File: config.mk
export PLATFORM = sky130hd
export DESIGN_NAME = char_lcd_expander_nibble_sequencer_unit
export DESIGN_NICKNAME = d
export VERILOG_FILES = /design/src/design/clns_pkg.sv /design/src/design/clns_queue.sv /design/src/design/clns_front.sv /design/src/design/clns_back.sv /design/src/design/char_lcd_expander_nibble_sequencer_unit.sv
export SDC_FILE = /design/constraint.sdc
export NUM_CORES = 1
export LEC_CHECK = 0
export ABC_AREA = 1
export ABC_CLOCK_PERIOD_IN_PS = 5950
export BUFFER_PORTS_ARGS = -buffer_cell sky130_fd_sc_hd__buf_4
export CORE_UTILIZATION = 45
export DETAILED_ROUTE_END_ITERATION = 8
export GPL_TIMING_DRIVEN = 0
export PLACE_DENSITY = 0.71
export SLEW_MARGIN = 20
export SYNTH_ARGS = -nofsm -noshare
export SYNTH_HDL_FRONTEND = slang
export SYNTH_SLANG_ARGS = --single-unit
File: constraint.sdc
create_clock -name clk_i -period 5.95 [get_ports clk_i]
set_clock_uncertainty 0.05 [all_clocks]
set_input_delay 0.8925 -clock clk_i [delete_from_list [all_inputs] [get_ports clk_i]]
set_output_delay 0.8925 -clock clk_i [all_outputs]
set_load 0.005 [all_outputs]
File: src/design/clns_pkg.sv
package clns_pkg;

  // Queue depths (defaults for the top-level parameters)
  localparam int unsigned JOB_DEPTH = 2;
  localparam int unsigned RES_DEPTH = 2;

  // Expander port bits
  localparam logic [7:0] PORT_RS = 8'h01;
  localparam logic [7:0] PORT_RW = 8'h02;
  localparam logic [7:0] PORT_E  = 8'h04;
  localparam logic [7:0] PORT_BL = 8'h08;

  // Set-DDRAM-address command flag
  localparam logic [7:0] POS_CMD_FLAG = 8'h80;

  typedef enum logic [1:0] {
    MODE_DATA = 2'd0,
    MODE_CMD  = 2'd1,
    MODE_POS  = 2'd2,
    MODE_INIT = 2'd3
  } mode_e;

  typedef enum logic {
    JOB_BYTE = 1'b0,
    JOB_INIT = 1'b1
  } job_kind_e;

  typedef struct packed {
    job_kind_e  kind;
    logic       is_data;
    logic [7:0] value;
  } job_t;

  typedef struct packed {
    logic [7:0] port_byte;
    logic       last;
  } result_t;

  typedef enum logic [1:0] {
    SEG_NIBBLE    = 2'd0,
    SEG_BYTE      = 2'd1,
    SEG_BACKLIGHT = 2'd2,
    SEG_RW_CLEAR  = 2'd3
  } seg_e;

  // Init segments: 0..3 nibbles, 4..6 command bytes, 7 backlight, 8 RW clear
  localparam logic [3:0] INIT_FIRST_BYTE_SEG = 4'd4;
  localparam logic [3:0] INIT_LAST_NIB_SEG   = 4'd3;
  localparam logic [3:0] INIT_BL_SEG         = 4'd7;
  localparam logic [3:0] INIT_LAST_SEG       = 4'd8;

  localparam logic [2:0] BYTE_LAST_PH = 3'd6;
  localparam logic [2:0] NIB_LAST_PH  = 3'd2;
  localparam logic [2:0] LO_NIB_PH    = 3'd4;

  function automatic logic [7:0] row_base(logic [1:0] row);
    logic [7:0] b;
    unique case (row)
      2'd0: b = 8'h00;
      2'd1: b = 8'h40;
      2'd2: b = 8'h14;
      2'd3: b = 8'h54;
    endcase
    return b;
  endfunction

  function automatic logic [7:0] init_cmd(logic [3:0] seg);
    logic [7:0] c;
    priority if (seg == INIT_FIRST_BYTE_SEG) c = 8'h28;
    else if (seg == INIT_FIRST_BYTE_SEG + 4'd1) c = 8'h0C;
    else c = 8'h06;
    return c;
  endfunction

  function automatic logic [3:0] init_nibble(logic [3:0] seg);
    return (seg == INIT_LAST_NIB_SEG) ? 4'h2 : 4'h3;
  endfunction

  function automatic seg_e init_seg_type(logic [3:0] seg);
    seg_e t;
    priority if (seg < INIT_FIRST_BYTE_SEG) t = SEG_NIBBLE;
    else if (seg < INIT_BL_SEG) t = SEG_BYTE;
    else if (seg == INIT_BL_SEG) t = SEG_BACKLIGHT;
    else t = SEG_RW_CLEAR;
    return t;
  endfunction

endpackage

File: src/design/clns_queue.sv
module clns_queue #(
  parameter type         T     = logic,
  parameter int unsigned DEPTH = 2
) (
  input  logic clk_i,
  input  logic rst_ni,
  input  logic push_i,
  input  T     data_i,
  output logic full_o,
  input  logic pop_i,
  output T     data_o,
  output logic empty_o
);

  localparam int unsigned AW = $clog2(DEPTH);
  localparam int unsigned CW = $clog2(DEPTH + 1);

  T              mem_q [DEPTH];
  logic [AW-1:0] wptr_q, wptr_d, rptr_q, rptr_d;
  logic [CW-1:0] cnt_q, cnt_d;
  logic          do_push, do_pop;

  assign full_o  = (cnt_q == CW'(DEPTH));
  assign empty_o = (cnt_q == '0);
  assign do_push = push_i && !full_o;
  assign do_pop  = pop_i && !empty_o;
  assign data_o  = mem_q[rptr_q];

  always_comb begin
    wptr_d = wptr_q;
    rptr_d = rptr_q;
    cnt_d  = cnt_q;
    if (do_push) begin
      wptr_d = (wptr_q == AW'(DEPTH - 1)) ? '0 : wptr_q + AW'(1);
    end
    if (do_pop) begin
      rptr_d = (rptr_q == AW'(DEPTH - 1)) ? '0 : rptr_q + AW'(1);
    end
    if (do_push && !do_pop) begin
      cnt_d = cnt_q + CW'(1);
    end else if (do_pop && !do_push) begin
      cnt_d = cnt_q - CW'(1);
    end
  end

  always_ff @(posedge clk_i or negedge rst_ni) begin
    if (!rst_ni) begin
      wptr_q <= '0;
      rptr_q <= '0;
      cnt_q  <= '0;
    end else begin
      wptr_q <= wptr_d;
      rptr_q <= rptr_d;
      cnt_q  <= cnt_d;
    end
  end

  always_ff @(posedge clk_i) begin
    if (do_push) begin
      mem_q[wptr_q] <= data_i;
    end
  end

endmodule

File: src/design/clns_front.sv
module clns_front (
  input  logic          [1:0] mode_i,
  input  logic          [7:0] byte_value_i,
  input  logic          [7:0] column_i,
  input  logic          [2:0] row_i,
  output logic                job_valid_o,
  output clns_pkg::job_t      job_o
);

  always_comb begin
    job_valid_o   = 1'b1;
    job_o.kind    = clns_pkg::JOB_BYTE;
    job_o.is_data = 1'b0;
    job_o.value   = byte_value_i;
    unique case (clns_pkg::mode_e'(mode_i))
      clns_pkg::MODE_DATA: begin
        job_o.is_data = 1'b1;
      end
      clns_pkg::MODE_CMD: begin
        job_o.is_data = 1'b0;
      end
      clns_pkg::MODE_POS: begin
        // rows 4..7 are dropped
        job_valid_o = !row_i[2];
        job_o.value = (clns_pkg::row_base(row_i[1:0]) + column_i) | clns_pkg::POS_CMD_FLAG;
      end
      clns_pkg::MODE_INIT: begin
        job_o.kind  = clns_pkg::JOB_INIT;
        job_o.value = 8'h00;
      end
    endcase
  end

endmodule

File: src/design/clns_back.sv
module clns_back (
  input  logic               clk_i,
  input  logic               rst_ni,
  input  logic               job_empty_i,
  input  clns_pkg::job_t     job_i,
  output logic               job_pop_o,
  input  logic               res_full_i,
  output logic               res_push_o,
  output clns_pkg::result_t  res_o
);

  typedef enum logic [1:0] {
    ST_IDLE = 2'b01,
    ST_RUN  = 2'b10
  } state_e;

  typedef enum logic [1:0] {
    NP_E_HIGH = 2'd0,
    NP_LOAD   = 2'd1,
    NP_E_LOW  = 2'd2
  } nib_ph_e;

  state_e          state_q, state_d;
  clns_pkg::job_t  job_q;
  logic [3:0]      seg_q, seg_d;
  logic [2:0]      ph_q, ph_d;
  logic [7:0]      shadow_q, shadow_d;

  clns_pkg::seg_e  seg_type;
  logic [7:0]      cur_byte;
  logic [3:0]      nib;
  logic [1:0]      np;
  logic            rs_step;
  logic            ph_done;
  logic            last;
  logic            step;

  always_comb begin
    seg_type = (job_q.kind == clns_pkg::JOB_BYTE) ? clns_pkg::SEG_BYTE
                                                  : clns_pkg::init_seg_type(seg_q);
    cur_byte = (job_q.kind == clns_pkg::JOB_BYTE) ? job_q.value : clns_pkg::init_cmd(seg_q);
    rs_step  = 1'b0;
    nib      = clns_pkg::init_nibble(seg_q);
    np       = ph_q[1:0];
    ph_done  = 1'b1;
    unique case (seg_type)
      clns_pkg::SEG_NIBBLE: begin
        ph_done = (ph_q == clns_pkg::NIB_LAST_PH);
      end
      clns_pkg::SEG_BYTE: begin
        ph_done = (ph_q == clns_pkg::BYTE_LAST_PH);
        rs_step = (ph_q == 3'd0);
        if (ph_q >= clns_pkg::LO_NIB_PH) begin
          nib = cur_byte[3:0];
          np  = 2'(ph_q - clns_pkg::LO_NIB_PH);
        end else begin
          nib = cur_byte[7:4];
          np  = 2'(ph_q - 3'd1);
        end
      end
      clns_pkg::SEG_BACKLIGHT, clns_pkg::SEG_RW_CLEAR: begin
        ph_done = 1'b1;
      end
    endcase
  end

  // next shadow value for this step
  always_comb begin
    shadow_d = shadow_q;
    unique case (seg_type)
      clns_pkg::SEG_BACKLIGHT: shadow_d = shadow_q | clns_pkg::PORT_BL;
      clns_pkg::SEG_RW_CLEAR:  shadow_d = shadow_q & ~clns_pkg::PORT_RW;
      clns_pkg::SEG_NIBBLE, clns_pkg::SEG_BYTE: begin
        if (rs_step) begin
          shadow_d = job_q.is_data ? (shadow_q | clns_pkg::PORT_RS)
                                   : (shadow_q & ~clns_pkg::PORT_RS);
        end else begin
          unique case (nib_ph_e'(np))
            NP_E_HIGH: shadow_d = shadow_q | clns_pkg::PORT_E;
            NP_LOAD:   shadow_d = {nib, shadow_q[3:0]};
            NP_E_LOW:  shadow_d = shadow_q & ~clns_pkg::PORT_E;
            default:   shadow_d = shadow_q;
          endcase
        end
      end
    endcase
  end

  assign last = (job_q.kind == clns_pkg::JOB_BYTE) ? (ph_q == clns_pkg::BYTE_LAST_PH)
                                                   : (seg_q == clns_pkg::INIT_LAST_SEG);
  assign step       = (state_q == ST_RUN) && !res_full_i;
  assign res_push_o = step;
  assign res_o      = '{port_byte: shadow_d, last: last};
  assign job_pop_o  = (state_q == ST_IDLE) && !job_empty_i;

  always_comb begin
    state_d = state_q;
    seg_d   = seg_q;
    ph_d    = ph_q;
    unique case (state_q)
      ST_IDLE: begin
        if (job_pop_o) begin
          state_d = ST_RUN;
          seg_d   = '0;
          ph_d    = '0;
        end
      end
      ST_RUN: begin
        if (step) begin
          if (last) begin
            state_d = ST_IDLE;
          end else if (ph_done) begin
            ph_d  = '0;
            seg_d = seg_q + 4'd1;
          end else begin
            ph_d = ph_q + 3'd1;
          end
        end
      end
    endcase
  end

  always_ff @(posedge clk_i or negedge rst_ni) begin
    if (!rst_ni) begin
      state_q  <= ST_IDLE;
      seg_q    <= '0;
      ph_q     <= '0;
      shadow_q <= '0;
      job_q    <= '0;
    end else begin
      state_q <= state_d;
      seg_q   <= seg_d;
      ph_q    <= ph_d;
      if (step) begin
        shadow_q <= shadow_d;
      end
      if (job_pop_o) begin
        job_q <= job_i;
      end
    end
  end

endmodule

File: src/design/char_lcd_expander_nibble_sequencer_unit.sv
// Character-LCD sequencer for an HD44780 in 4-bit mode behind an I2C port
// expander. Each accepted request becomes a run of expander port bytes
// (bit0 RS, bit1 RW, bit2 E, bit3 backlight, bits 7..4 data), one result per
// byte, with last set on the final byte of the request. Data and command
// bytes and cursor moves give 7 bytes; init gives 35; a cursor move to rows
// 4..7 gives none. The back end emits one byte per cycle while the result
// queue has room, and picks up each new request from the job queue only
// after the last byte of the previous one has gone out. The front end
// classifies requests into a small job queue and keeps taking them while
// the back end works; full rises only when that queue fills. Delays, the
// I2C transaction itself and the device address are not handled.
module char_lcd_expander_nibble_sequencer_unit #(
  parameter int unsigned JobDepth = clns_pkg::JOB_DEPTH,
  parameter int unsigned ResDepth = clns_pkg::RES_DEPTH
) (
  input  logic       clk_i,
  input  logic       rst_ni,
  // request side
  input  logic       push,
  output logic       full,
  input  logic [1:0] mode_i,
  input  logic [7:0] byte_value_i,
  input  logic [7:0] column_i,
  input  logic [2:0] row_i,
  // result side
  output logic       empty,
  input  logic       pop,
  output logic [7:0] port_byte_o,
  output logic       last_o
);

  clns_pkg::job_t    front_job, back_job;
  logic              front_valid;
  logic              job_empty, job_pop;
  clns_pkg::result_t back_res, out_res;
  logic              res_full, res_push;

  // front: classify the request, drop off-screen cursor moves
  clns_front u_front (
    .mode_i       (mode_i),
    .byte_value_i (byte_value_i),
    .column_i     (column_i),
    .row_i        (row_i),
    .job_valid_o  (front_valid),
    .job_o        (front_job)
  );

  // job queue between front and back
  clns_queue #(
    .T     (clns_pkg::job_t),
    .DEPTH (JobDepth)
  ) u_job_q (
    .clk_i   (clk_i),
    .rst_ni  (rst_ni),
    .push_i  (push && front_valid),
    .data_i  (front_job),
    .full_o  (full),
    .pop_i   (job_pop),
    .data_o  (back_job),
    .empty_o (job_empty)
  );

  // back: port shadow and write sequencing
  clns_back u_back (
    .clk_i       (clk_i),
    .rst_ni      (rst_ni),
    .job_empty_i (job_empty),
    .job_i       (back_job),
    .job_pop_o   (job_pop),
    .res_full_i  (res_full),
    .res_push_o  (res_push),
    .res_o       (back_res)
  );

  // result queue; decouples the back end from pop
  clns_queue #(
    .T     (clns_pkg::result_t),
    .DEPTH (ResDepth)
  ) u_res_q (
    .clk_i   (clk_i),
    .rst_ni  (rst_ni),
    .push_i  (res_push),
    .data_i  (back_res),
    .full_o  (res_full),
    .pop_i   (pop),
    .data_o  (out_res),
    .empty_o (empty)
  );

  assign port_byte_o = out_res.port_byte;
  assign last_o      = out_res.last;

endmodule

==> results_dict.tcl, run 1 <==
set metrics [dict create \
    syn_nets 414 \
    max_slew.worst_pin.slew_ns 0.805 \
    place_inst 513 \
    crit_type "flop to output port" \
    cts-resized-gates 0 \
    grt_start_max_net_pins 36 \
    dp_hpwl_mm 4.61 \
    antenna_found_initial 0 \
    swShare_pct 38.8 \
    cts.sinks 73 \
    status "completed" \
    pwr_density_cell_nw_per_um2 550 \
    htreeDepth 3 \
    cts-root-buf "clkbuf_8" \
    grt_pass1_vias 2512 \
    switchingPower_mw 0.898 \
    finalSetupTns_ns 0 \
    core_area_sq_um 7730 \
    synth_area_per_cell_sq_um 9.54 \
    synth_area_sq_um 3610 \
    die_w_microns 91.5 \
    cts_buffer_depth 2 \
    portBuffers 33 \
    drc 0 \
    slew_viol_final 0 \
    p_clk_share_pct 18.5 \
    avgRoutedWirePerCell_microns 11.3 \
    p_comb_share_pct 43.4 \
    fin_area_sq_um 4210 \
    hold_violations 0 \
    ys_types 38 \
    crit_top_cell "nand2_1" \
    period_share_pct 44.9 \
    yosys.area_share.simple_pct 23.4 \
    drv_cap 0 \
    synthMuxAreaShare_pct 0 \
    cts_buffers 9 \
    p_leak_nw 1.91 \
    dr.pass1.iters 4 \
    grt_usage_pct 16.2 \
    grt-ovfl-total 0 \
    cp-end-kind "output port" \
    start_kind "flop" \
    die_h_microns 91.5 \
    dr.first_iter.drc_count 52 \
    ys_ff_latch 73 \
    clk_pin_slew_ns 0.08 \
    cts-hold-fix-buffers 0 \
    crit_slowest_cell "clkinv_1" \
    finalWirelength_mm 6.00 \
    max_stage_delay_ns 0.38 \
    p_int_mw 1.42 \
    synthCells 378 \
    dieArea_sq_um 8380 \
    critical_path_buf_inv_count 3 \
    fin_nets 458 \
    instances_no_fill 529 \
    synth-compound-area-share_pct 8.60 \
    cts_setup_buffers 0 \
    setup_ws_ns 3.28 \
    synthAdderAreaFrac_pct 3.82 \
    ys_seq_area_share_pct 55.9 \
    area_delta_synth_final_pct 16.7 \
    yosys_warnings 0 \
    slew_headroom_pct 46.1 \
    final_antenna_net_count 0 \
    seqPwrFrac_pct 38.1 \
    layout_min_cycle_time_ns 2.67 \
    worstPathArrival_ns 1.73 \
    post_dp_cell_area_sq_um 3980 \
    r2r_slack_ns 3.71 \
    rows 32 \
    rsz0062_at_grt "no" \
    grt_pass1_wl_mm 10.6 \
    worstPathMaxFanout 10 \
    irDropWorstVdd_mv 0.147 \
    antennaDiodeCount 0 \
    hp-class "flop to flop" \
    fmax_mhz 374 \
    cp_data_required_time_ns 5.01 \
    avgViaCountPerCell 4.80 \
    dr_total_vias 2541 \
    cp_top_family "buffers and inverters" \
    ios 36 \
    synth_xor_xnor_area_share_pct 2.43 \
    synth_top_family_by_area "simple AND/OR/NAND/NOR gates" \
    holdWs_ns 0.415 \
    finalSetupViolCount 0 \
    crit_chain "clkbuf_1 -> clkinv_1 -> nand2_1 -> nand2_1 -> buf_4" \
    place_congestion 0.818 \
    initial_core_util_pct 46.7 \
    cts_tree "yes" \
    dp_slack_ns 3.08 \
    clk_latency_ns 0.35 \
    drive_gt1_share_pct 19.7 \
]
[cells in the mapped netlist]
library cell	number	area [sq um]
nor3_2	1	10.0
dfstp_2	1	26.3
nor2_4	4	45.0
buf_4	2	15.0
inv_4	2	12.5
inv_1	32	120
o211ai_1	1	7.51
nand2_2	3	18.8
o21ai_2	2	17.5
nand4_1	2	12.5
nor2_1	37	139
nand3_1	25	125
a21boi_0	1	7.51
nand2_4	3	33.8
o31ai_1	1	7.51
o21ai_1	4	20.0
nand3_2	4	40.0
a22o_1	4	35.0
nand2_1	100	375
xor2_1	6	52.6
xnor2_1	4	35.0
a211oi_2	1	12.5
ha_1	11	138
clkinv_1	2	7.51
buf_6	1	11.3
buf_2	2	10.0
a21oi_1	5	25.0
edfxtp_1	38	1140
clkbuf_1	4	15.0
a31oi_1	10	62.6
dfrtp_1	34	851
inv_2	5	18.8
o21ai_0	16	80.1
a21oi_4	1	16.3
and2_1	5	31.3
a21oi_2	1	8.76
or2_2	2	12.5
a32o_1	1	10.0
[logic make-up after synthesis]
family,Yosys count
xor gates and xnor gates,10
adders and majority gates,11
DFF,73
AOI/OAI and AO/OA,48
buffers and inverters,50
and+or+nand+nor,186
[power groups by stage]
stage               sequential, mW  clock [mW]  combinational, mW
global route                 0.903       0.452               1.16
floorplan                    0.868           0              0.760
CTS                          0.884       0.437               1.02
finish                       0.882       0.428               1.01
detailed placement           0.894           0               1.02
global placement             0.885           0              0.982
[through the flow]
| step | total power, mW | util (%) |
|---|---|---|
| 6_report | 2.32 | 54.5 |
| 5_1_grt | 2.52 | 54.5 |
| 4_1_cts | 2.34 | 54.5 |
| 3_5_place_dp | 1.91 | 51.5 |
| 3_3_place_gp | 1.87 | 51.5 |
| 2_1_floorplan | 1.63 | - |
[worst paths after layout]
kind / startpoint / endpoint / cells after the start
worst min-delay path: u_back.shadow_q[3] / u_back.shadow_q[3] / 2
max in group asynchronous: rst_ni / u_back.state_q[0] / 1
worst min register to register: u_back.shadow_q[3] / u_back.shadow_q[3] / 2
worst max-delay path: u_res_q.rptr_q / port_byte_o[7] / 5
min in group asynchronous: rst_ni / u_res_q.rptr_q / 1
worst max register to register: u_back.state_q[0] / u_job_q.cnt_q[1] / 8
[layer usage]
layer / up-vias / global-route usage, % / part of all wire (%)
met5: - / 0 / 0
met4: 0 / 9.13 / 2.7
met3: 14 / 4.02 / 3.5
met2: 51 / 28.6 / 49
met1: 1145 / 17.7 / 44
li1: 1331 / - / -
[worst reg2reg max path: cells and delay by family, from the launching register on]
kind                     cells  cell delay [ns]
AO/OA/AOI/OAI                3             0.49
XOR/XNOR                     1             0.15
adder cells (fa/ha/maj)      1             0.33
buffers and inverters        3             0.54
flip-flops                   1             0.57
[registers in the layout (all words and copies together) (netlist names)]
register,flops
u_back.state_q,2
u_res_q.cnt_q,2
u_res_q.wptr_q,1
u_res_q.rptr_q,1
u_res_q.mem_q,18
u_job_q.cnt_q,2
u_back.job_q,10
u_job_q.wptr_q,1
u_job_q.rptr_q,1
u_job_q.mem_q,20
u_back.ph_q,3
u_back.seg_q,4
u_back.shadow_q,8
[layout make-up]
| type | count | area [sq um] |
|---|---|---|
| Clock buffer | 9 | 124 |
| Fill cell | 716 | 3520 |
| Tap cell | 102 | 128 |
| Timing Repair Buffer | 33 | 248 |
| Sequential cell | 73 | 2020 |
| Inverter | 41 | 159 |
| Buffer | 9 | 51.3 |
| Multi-Input combinational cell | 255 | 1380 |
| Clock inverter | 7 | 103 |
[layout by cell type (no fill, tap or decap), drive strengths merged, types with 2 or more instances in the layout]
cell type and instances:
a21oi 7, a22o 4, a31oi 10, and2 5
buf 38, bufinv 2, clkbuf 13, clkinv 4
dfrtp 34, edfxtp 38, ha 11, inv 41
nand2 106, nand3 29, nand4 2, nor2 41
o21ai 22, or2 2, xnor2 4, xor2 6
No activity file was read; power rests on OpenSTA's default activity.
==> run 2, diff against run 1 <==
--- a/config.mk
+++ b/config.mk
@@ -6,7 +6,7 @@
 export NUM_CORES = 1
 export LEC_CHECK = 0
 export ABC_AREA = 1
-export ABC_CLOCK_PERIOD_IN_PS = 5950
+export ABC_CLOCK_PERIOD_IN_PS = 2500
 export BUFFER_PORTS_ARGS = -buffer_cell sky130_fd_sc_hd__buf_4
 export CORE_UTILIZATION = 45
 export DETAILED_ROUTE_END_ITERATION = 8
==> constraint.sdc (replaced) <==
create_clock -name clk_i -period 2.5 [get_ports clk_i]
set_clock_uncertainty 0.05 [all_clocks]
set_input_delay 0.375 -clock clk_i [delete_from_list [all_inputs] [get_ports clk_i]]
set_output_delay 0.375 -clock clk_i [all_outputs]
set_load 0.005 [all_outputs]
==> results_dict.tcl, run 2 (synthesis gave the netlist of run 1 again) <==
set metrics [dict create \
    drive_gt1_share_pct 19.6 \
    area_delta_synth_final_pct 17.0 \
    ios 36 \
    fmax_mhz 446 \
    crit_type "flop to flop" \
    worstPathMaxFanout 10 \
    cts_tree "yes" \
    finalSetupViolCount 0 \
    finalSetupTns_ns 0 \
    avgViaCountPerCell 4.80 \
    report.power.total_mw 5.51 \
    largest-register "u_job_q.mem_q" \
    grt_pass1_wl_mm 10.6 \
    hp-class "input pin to flop" \
    instances_no_fill 530 \
    slew_viol_final 0 \
    final_cell_mix "100 x nand2_1, 38 x edfxtp_1, 37 x nor2_1" \
    drv_cap 0 \
    rows 32 \
    final_antenna_net_count 0 \
    cts_buffers 9 \
    post-route-util_pct 54.6 \
    avgRoutedWirePerCell_microns 11.3 \
    slew_headroom_pct 46.1 \
    rsz0062_at_grt "no" \
    r2r_slack_ns 0.26 \
    grt_start_max_net_pins 36 \
    worstPathArrival_ns 2.42 \
    drc 0 \
    place_congestion 0.818 \
    start_kind "flop" \
    die_h_microns 91.5 \
    cp-end-kind "flop" \
    reg_top3 "u_job_q.mem_q: 20 flops, u_res_q.mem_q: 18 flops, u_back.job_q: 10 flops" \
    dr_total_vias 2546 \
    endpoint "u_job_q.cnt_q[1]" \
    layout_min_cycle_time_ns 2.24 \
    clk_pin_slew_ns 0.08 \
    cts-root-buf "clkbuf_8" \
    portBuffers 33 \
    grt_usage_pct 16.3 \
    grt_pass1_vias 2517 \
    antenna_found_initial 0 \
    p_leak_nw 1.91 \
    core_area_sq_um 7730 \
    cts-resized-gates 0 \
    cp_data_required_time_ns 2.68 \
    period_share_pct 89.8 \
    status "completed" \
    holdWs_ns 0.272 \
    cts_buffer_depth 2 \
    final_common_cell "nand2_1" \
    hold_violations 0 \
    max_slew.worst_pin.slew_ns 0.805 \
    largest_register_ffs 20 \
    dp_hpwl_mm 4.61 \
    htreeDepth 3 \
    die_w_microns 91.5 \
    grt-ovfl-total 0 \
    dieArea_sq_um 8380 \
    initial_core_util_pct 46.7 \
    finalWirelength_mm 6.01 \
    clk_latency_ns 0.35 \
    dr.pass1.iters 4 \
    place_inst 513 \
    timing.rr.start "u_back.state_q[0]" \
    cts.sinks 73 \
    dr.first_iter.drc_count 52 \
    antennaDiodeCount 0 \
    reg2reg_depth 8 \
    irDropWorstVdd_mv 0.351 \
    fin_nets 459 \
    reg2reg_to "u_job_q.cnt_q[1]" \
    pwr_density_cell_nw_per_um2 1310 \
    cp-startpoint "u_back.state_q[0]" \
]
-- run 2: cell count changes in the layout (fill, tap and decap cells not counted), sizes merged --
cell,change
dlygate4sd3,+1
-- run 2: how the worst min path moves through the flow --
stage	endpoint	slack, ns	depth (start not counted)	start
2_1_floorplan	u_back.job_q[0]	0.03	0	rst_ni
4_1_cts	u_job_q.mem_q[1][8]	0.26	2	mode_i[0]
6_report	u_job_q.mem_q[1][8]	0.27	2	mode_i[0]
3_3_place_gp	u_res_q.rptr_q	0.31	1	rst_ni
3_5_place_dp	u_res_q.cnt_q[0]	0.31	1	rst_ni
5_1_grt	u_job_q.mem_q[1][8]	0.28	2	mode_i[0]
-- run 2: cell type report --
| class | count | area, sq um |
|---|---|---|
| plain buffers | 9 | 51.3 |
| repair buffers | 34 | 258 |
| multi-input cells | 255 | 1380 |
| well taps | 102 | 128 |
| clock inverters | 7 | 103 |
| fillers | 715 | 3510 |
| flip-flops and latches | 73 | 2020 |
| clock buffers | 9 | 124 |
| inverters | 41 | 159 |
-- run 2: worst max-delay path: stages (launching register included) --
cell	delay [ns]
dfstp_2	0.57
inv_1	0.06
a211oi_2	0.25
clkbuf_1	0.39
inv_1	0.10
ha_1	0.33
a21oi_1	0.12
o21ai_0	0.12
xor2_1	0.15
-- run 2: per-stage QoR --
stage,setup WS [ns],area [sq um]
6_report,0.256,4220
5_1_grt,0.0438,4220
3_3_place_gp,0.146,3980
3_5_place_dp,0.148,3980
4_1_cts,0.233,4220
2_1_floorplan,0.514,3610
-- run 2: what timing repair did --
action	4_1_cts	5_1_grt
hold buffers	1	0
hold endpoints to repair	34	0
buffers inserted	0	0
-- run 2: metal layers --
metal	global-route usage (%)	wire, microns	part of all wire (%)	up-vias
li1	-	-	-	1333
met1	17.6	2660	44	1145
met2	28.8	2970	49	54
met3	4.02	212	3.5	14
met4	9.13	162	2.7	0
met5	0	0	0	-
-- run 2: where the power goes --
| part | switching (mW) | internal, mW | total, mW |
|---|---|---|---|
| Sequential | 0.216 | 1.88 | 2.10 |
| Clock | 0.448 | 0.572 | 1.02 |
| Combinational | 1.48 | 0.921 | 2.40 |
==> run 3, diff against run 2 <==
--- a/config.mk
+++ b/config.mk
@@ -5,13 +5,14 @@
 export SDC_FILE = /design/constraint.sdc
 export NUM_CORES = 1
 export LEC_CHECK = 0
-export ABC_AREA = 1
 export ABC_CLOCK_PERIOD_IN_PS = 2500
 export BUFFER_PORTS_ARGS = -buffer_cell sky130_fd_sc_hd__buf_4
+export CELL_PAD_IN_SITES_DETAIL_PLACEMENT = 1
+export CELL_PAD_IN_SITES_GLOBAL_PLACEMENT = 1
 export CORE_UTILIZATION = 45
 export DETAILED_ROUTE_END_ITERATION = 8
 export GPL_TIMING_DRIVEN = 0
-export PLACE_DENSITY = 0.71
+export PLACE_DENSITY = 0.84
 export SLEW_MARGIN = 20
 export SYNTH_ARGS = -nofsm -noshare
 export SYNTH_HDL_FRONTEND = slang
==> results_dict.tcl, run 3 <==
set metrics [dict create \
    status "completed" \
    reg2reg_depth 6 \
    dieArea_sq_um 8340 \
    yosys_warnings 0 \
    crit_type "flop to flop" \
    ys_ff_latch 73 \
    timing.rr.start "u_back.ph_q[0]" \
    synth_ff_type "edfxtp_1" \
    antennaDiodeCount 0 \
    layout_min_cycle_time_ns 2.42 \
    cp_data_required_time_ns 2.55 \
    drv_cap 0 \
    crit_chain "inv_2 -> ha_1 -> nor3b_1 -> o21ai_1 -> a21oi_4 -> mux2_2" \
    synth_top_area_cell "edfxtp_1" \
    dr.first_iter.drc_count 95 \
    r2r_slack_ns 0.08 \
    irDropWorstVdd_mv 0.361 \
    grt_start_max_net_pins 36 \
    hold_violations 0 \
    cp-end-kind "flop" \
    reg2reg_to "u_res_q.mem_q[0][6]" \
    ys_types 54 \
    dr_total_vias 2454 \
    synth_edf_count 38 \
    die_h_microns 91.3 \
    finalWirelength_mm 7.00 \
    slew_viol_final 0 \
    fin_nets 389 \
    portBuffers 33 \
    crit_slowest_cell "dfrtp_1" \
    max_slew.worst_pin.slew_ns 0.847 \
    endpoint "u_res_q.mem_q[0][6]" \
    cts_setup_buffers 0 \
    antenna_found_initial 0 \
    max_stage_delay_ns 0.50 \
    rows 32 \
    place_congestion 0.859 \
    grt_pass1_vias 2508 \
    dp_hpwl_mm 5.33 \
    drc 0 \
    avgRoutedWirePerCell_microns 15.2 \
    synth-async-reset-ratio_pct 47.9 \
    grt_pass1_wl_mm 11.8 \
    post_dp_cell_area_sq_um 3970 \
    final_antenna_net_count 0 \
    largest-register "u_job_q.mem_q" \
    drive_gt1_share_pct 22.6 \
    finalSetupTns_ns 0 \
    pwr_density_cell_nw_per_um2 1200 \
    die_w_microns 91.3 \
    critical_path_depth 6 \
    htreeDepth 3 \
    clk_pin_slew_ns 0.08 \
    hp-class "input pin to flop" \
    fmax_mhz 413 \
    worstPathMaxFanout 8 \
    synth_area_sq_um 3590 \
    fin_area_sq_um 4210 \
    period_share_pct 96.7 \
    worstPathArrival_ns 2.47 \
    critical_path_buf_inv_count 1 \
    synthCells 308 \
    slew_headroom_pct 43.4 \
    avgViaCountPerCell 5.33 \
    synth.most_common_cell "edfxtp_1" \
    area_delta_synth_final_pct 17.3 \
    cts_buffer_depth 2 \
    cts_tree "yes" \
    syn_nets 344 \
    p_leak_nw 1.77 \
    start_kind "flop" \
    grt-ovfl-total 0 \
    initial_core_util_pct 46.5 \
    yosysTopAreaCellShare_pct 31.8 \
    final_common_cell "edfxtp_1" \
    cts-root-buf "clkbuf_8" \
    ys_seq_area_share_pct 56.2 \
    cts.sinks 73 \
    dr.pass1.iters 4 \
    cp_top_family "flip-flops" \
    cts_buffers 9 \
    ys_top_cells_by_count "38 x edfxtp_1, 34 x dfrtp_1, 27 x nor2_1" \
    grt_usage_pct 18.5 \
    cp-startpoint "u_back.ph_q[0]" \
    core_area_sq_um 7730 \
    synth_area_per_cell_sq_um 11.7 \
    clk_latency_ns 0.36 \
    holdWs_ns 0.279 \
    largest_register_ffs 20 \
    reg_top3 "u_job_q.mem_q: 20 flops, u_res_q.mem_q: 18 flops, u_back.job_q: 10 flops" \
    final_cell_mix "38 x edfxtp_1, 34 x dfrtp_1, 33 x buf_4" \
    rsz0062_at_grt "no" \
    finalSetupViolCount 0 \
    ios 36 \
    ys_top_cells_by_area "edfxtp_1 32%, dfrtp_1 24%, mux2_2 4.1%, ha_1 3.8%, mux2i_1 3.3%" \
]
## run 3: worst min-delay path by stage
| stage | start | endpoint | depth (start not counted) | slack [ns] |
|---|---|---|---|---|
| after detailed placement | rst_ni | u_res_q.cnt_q[0] | 1 | 0.31 |
| after CTS | column_i[1] | u_job_q.mem_q[0][1] | 3 | 0.27 |
| after floorplan | rst_ni | u_back.job_q[0] | 0 | 0.03 |
| after global routing | mode_i[0] | u_job_q.mem_q[0][8] | 2 | 0.28 |
| after global placement | rst_ni | u_res_q.rptr_q | 1 | 0.31 |
| final | column_i[1] | u_job_q.mem_q[1][1] | 3 | 0.28 |
## run 3: timing repair
item	CTS	global route
hold buffers	1	0
endpoints found under the hold margin	34	0
endpoints found under the setup margin	1	1
gates resized for setup	1	1
## run 3: cell type report
type                    instances  area, sq um
flip-flops and latches         73         2020
clock inverters                 7          103
plain buffers                  14         58.8
clock buffers                   9          124
inverters                      19         75.1
well taps                     102          128
fillers                       846         3510
multi-input cells             202         1450
repair buffers                 34          258
## run 3: metal layers
metal  up-vias  track usage, %  wire (microns)
met1      1199            19.9            2930
met4         0            7.01              92
met2        47            34.5            3740
met5         -               0               0
met3        10            4.94             248
li1       1198               -               -
## run 3: power by group
part           total [mW]  internal (mW)  switching, mW
sequential           2.00           1.79          0.215
clock                1.03          0.571          0.461
combinational        2.01          0.921           1.09
## run 3: kinds of logic (layout without fill, tap and decap cells)
kind of cell | after synthesis | after routing | share of synthesized area, %
flops | 73 | 73 | 56.2
simple gates | 78 | 78 | 11.3
xor+xnor | 16 | 16 | 3.90
buf+inv | 33 | 83 | 3.62
mux | 28 | 28 | 8.67
compound gates | 69 | 69 | 12.5
fa+ha+maj | 11 | 11 | 3.83
## run 3: stage by stage
stage / setup WS (ns) / power (mW) / instances / utilization [%]
CTS: 0.0944 / 5.09 / 460 / 54.5
global route: 0.0458 / 5.36 / 460 / 54.5
floorplan: 0.360 / 3.41 / 308 / -
detailed placement: 0.0372 / 4.04 / 443 / 51.3
finish: 0.0814 / 5.04 / 460 / 54.5
global placement: 0.123 / 3.93 / 443 / 51.3
## run 3: worst min-delay path, delay by kind of cell
kind,cells,cell delay [ns]
simple gates,1,0.04
buf+inv,1,0.08
compound gates,1,0.08
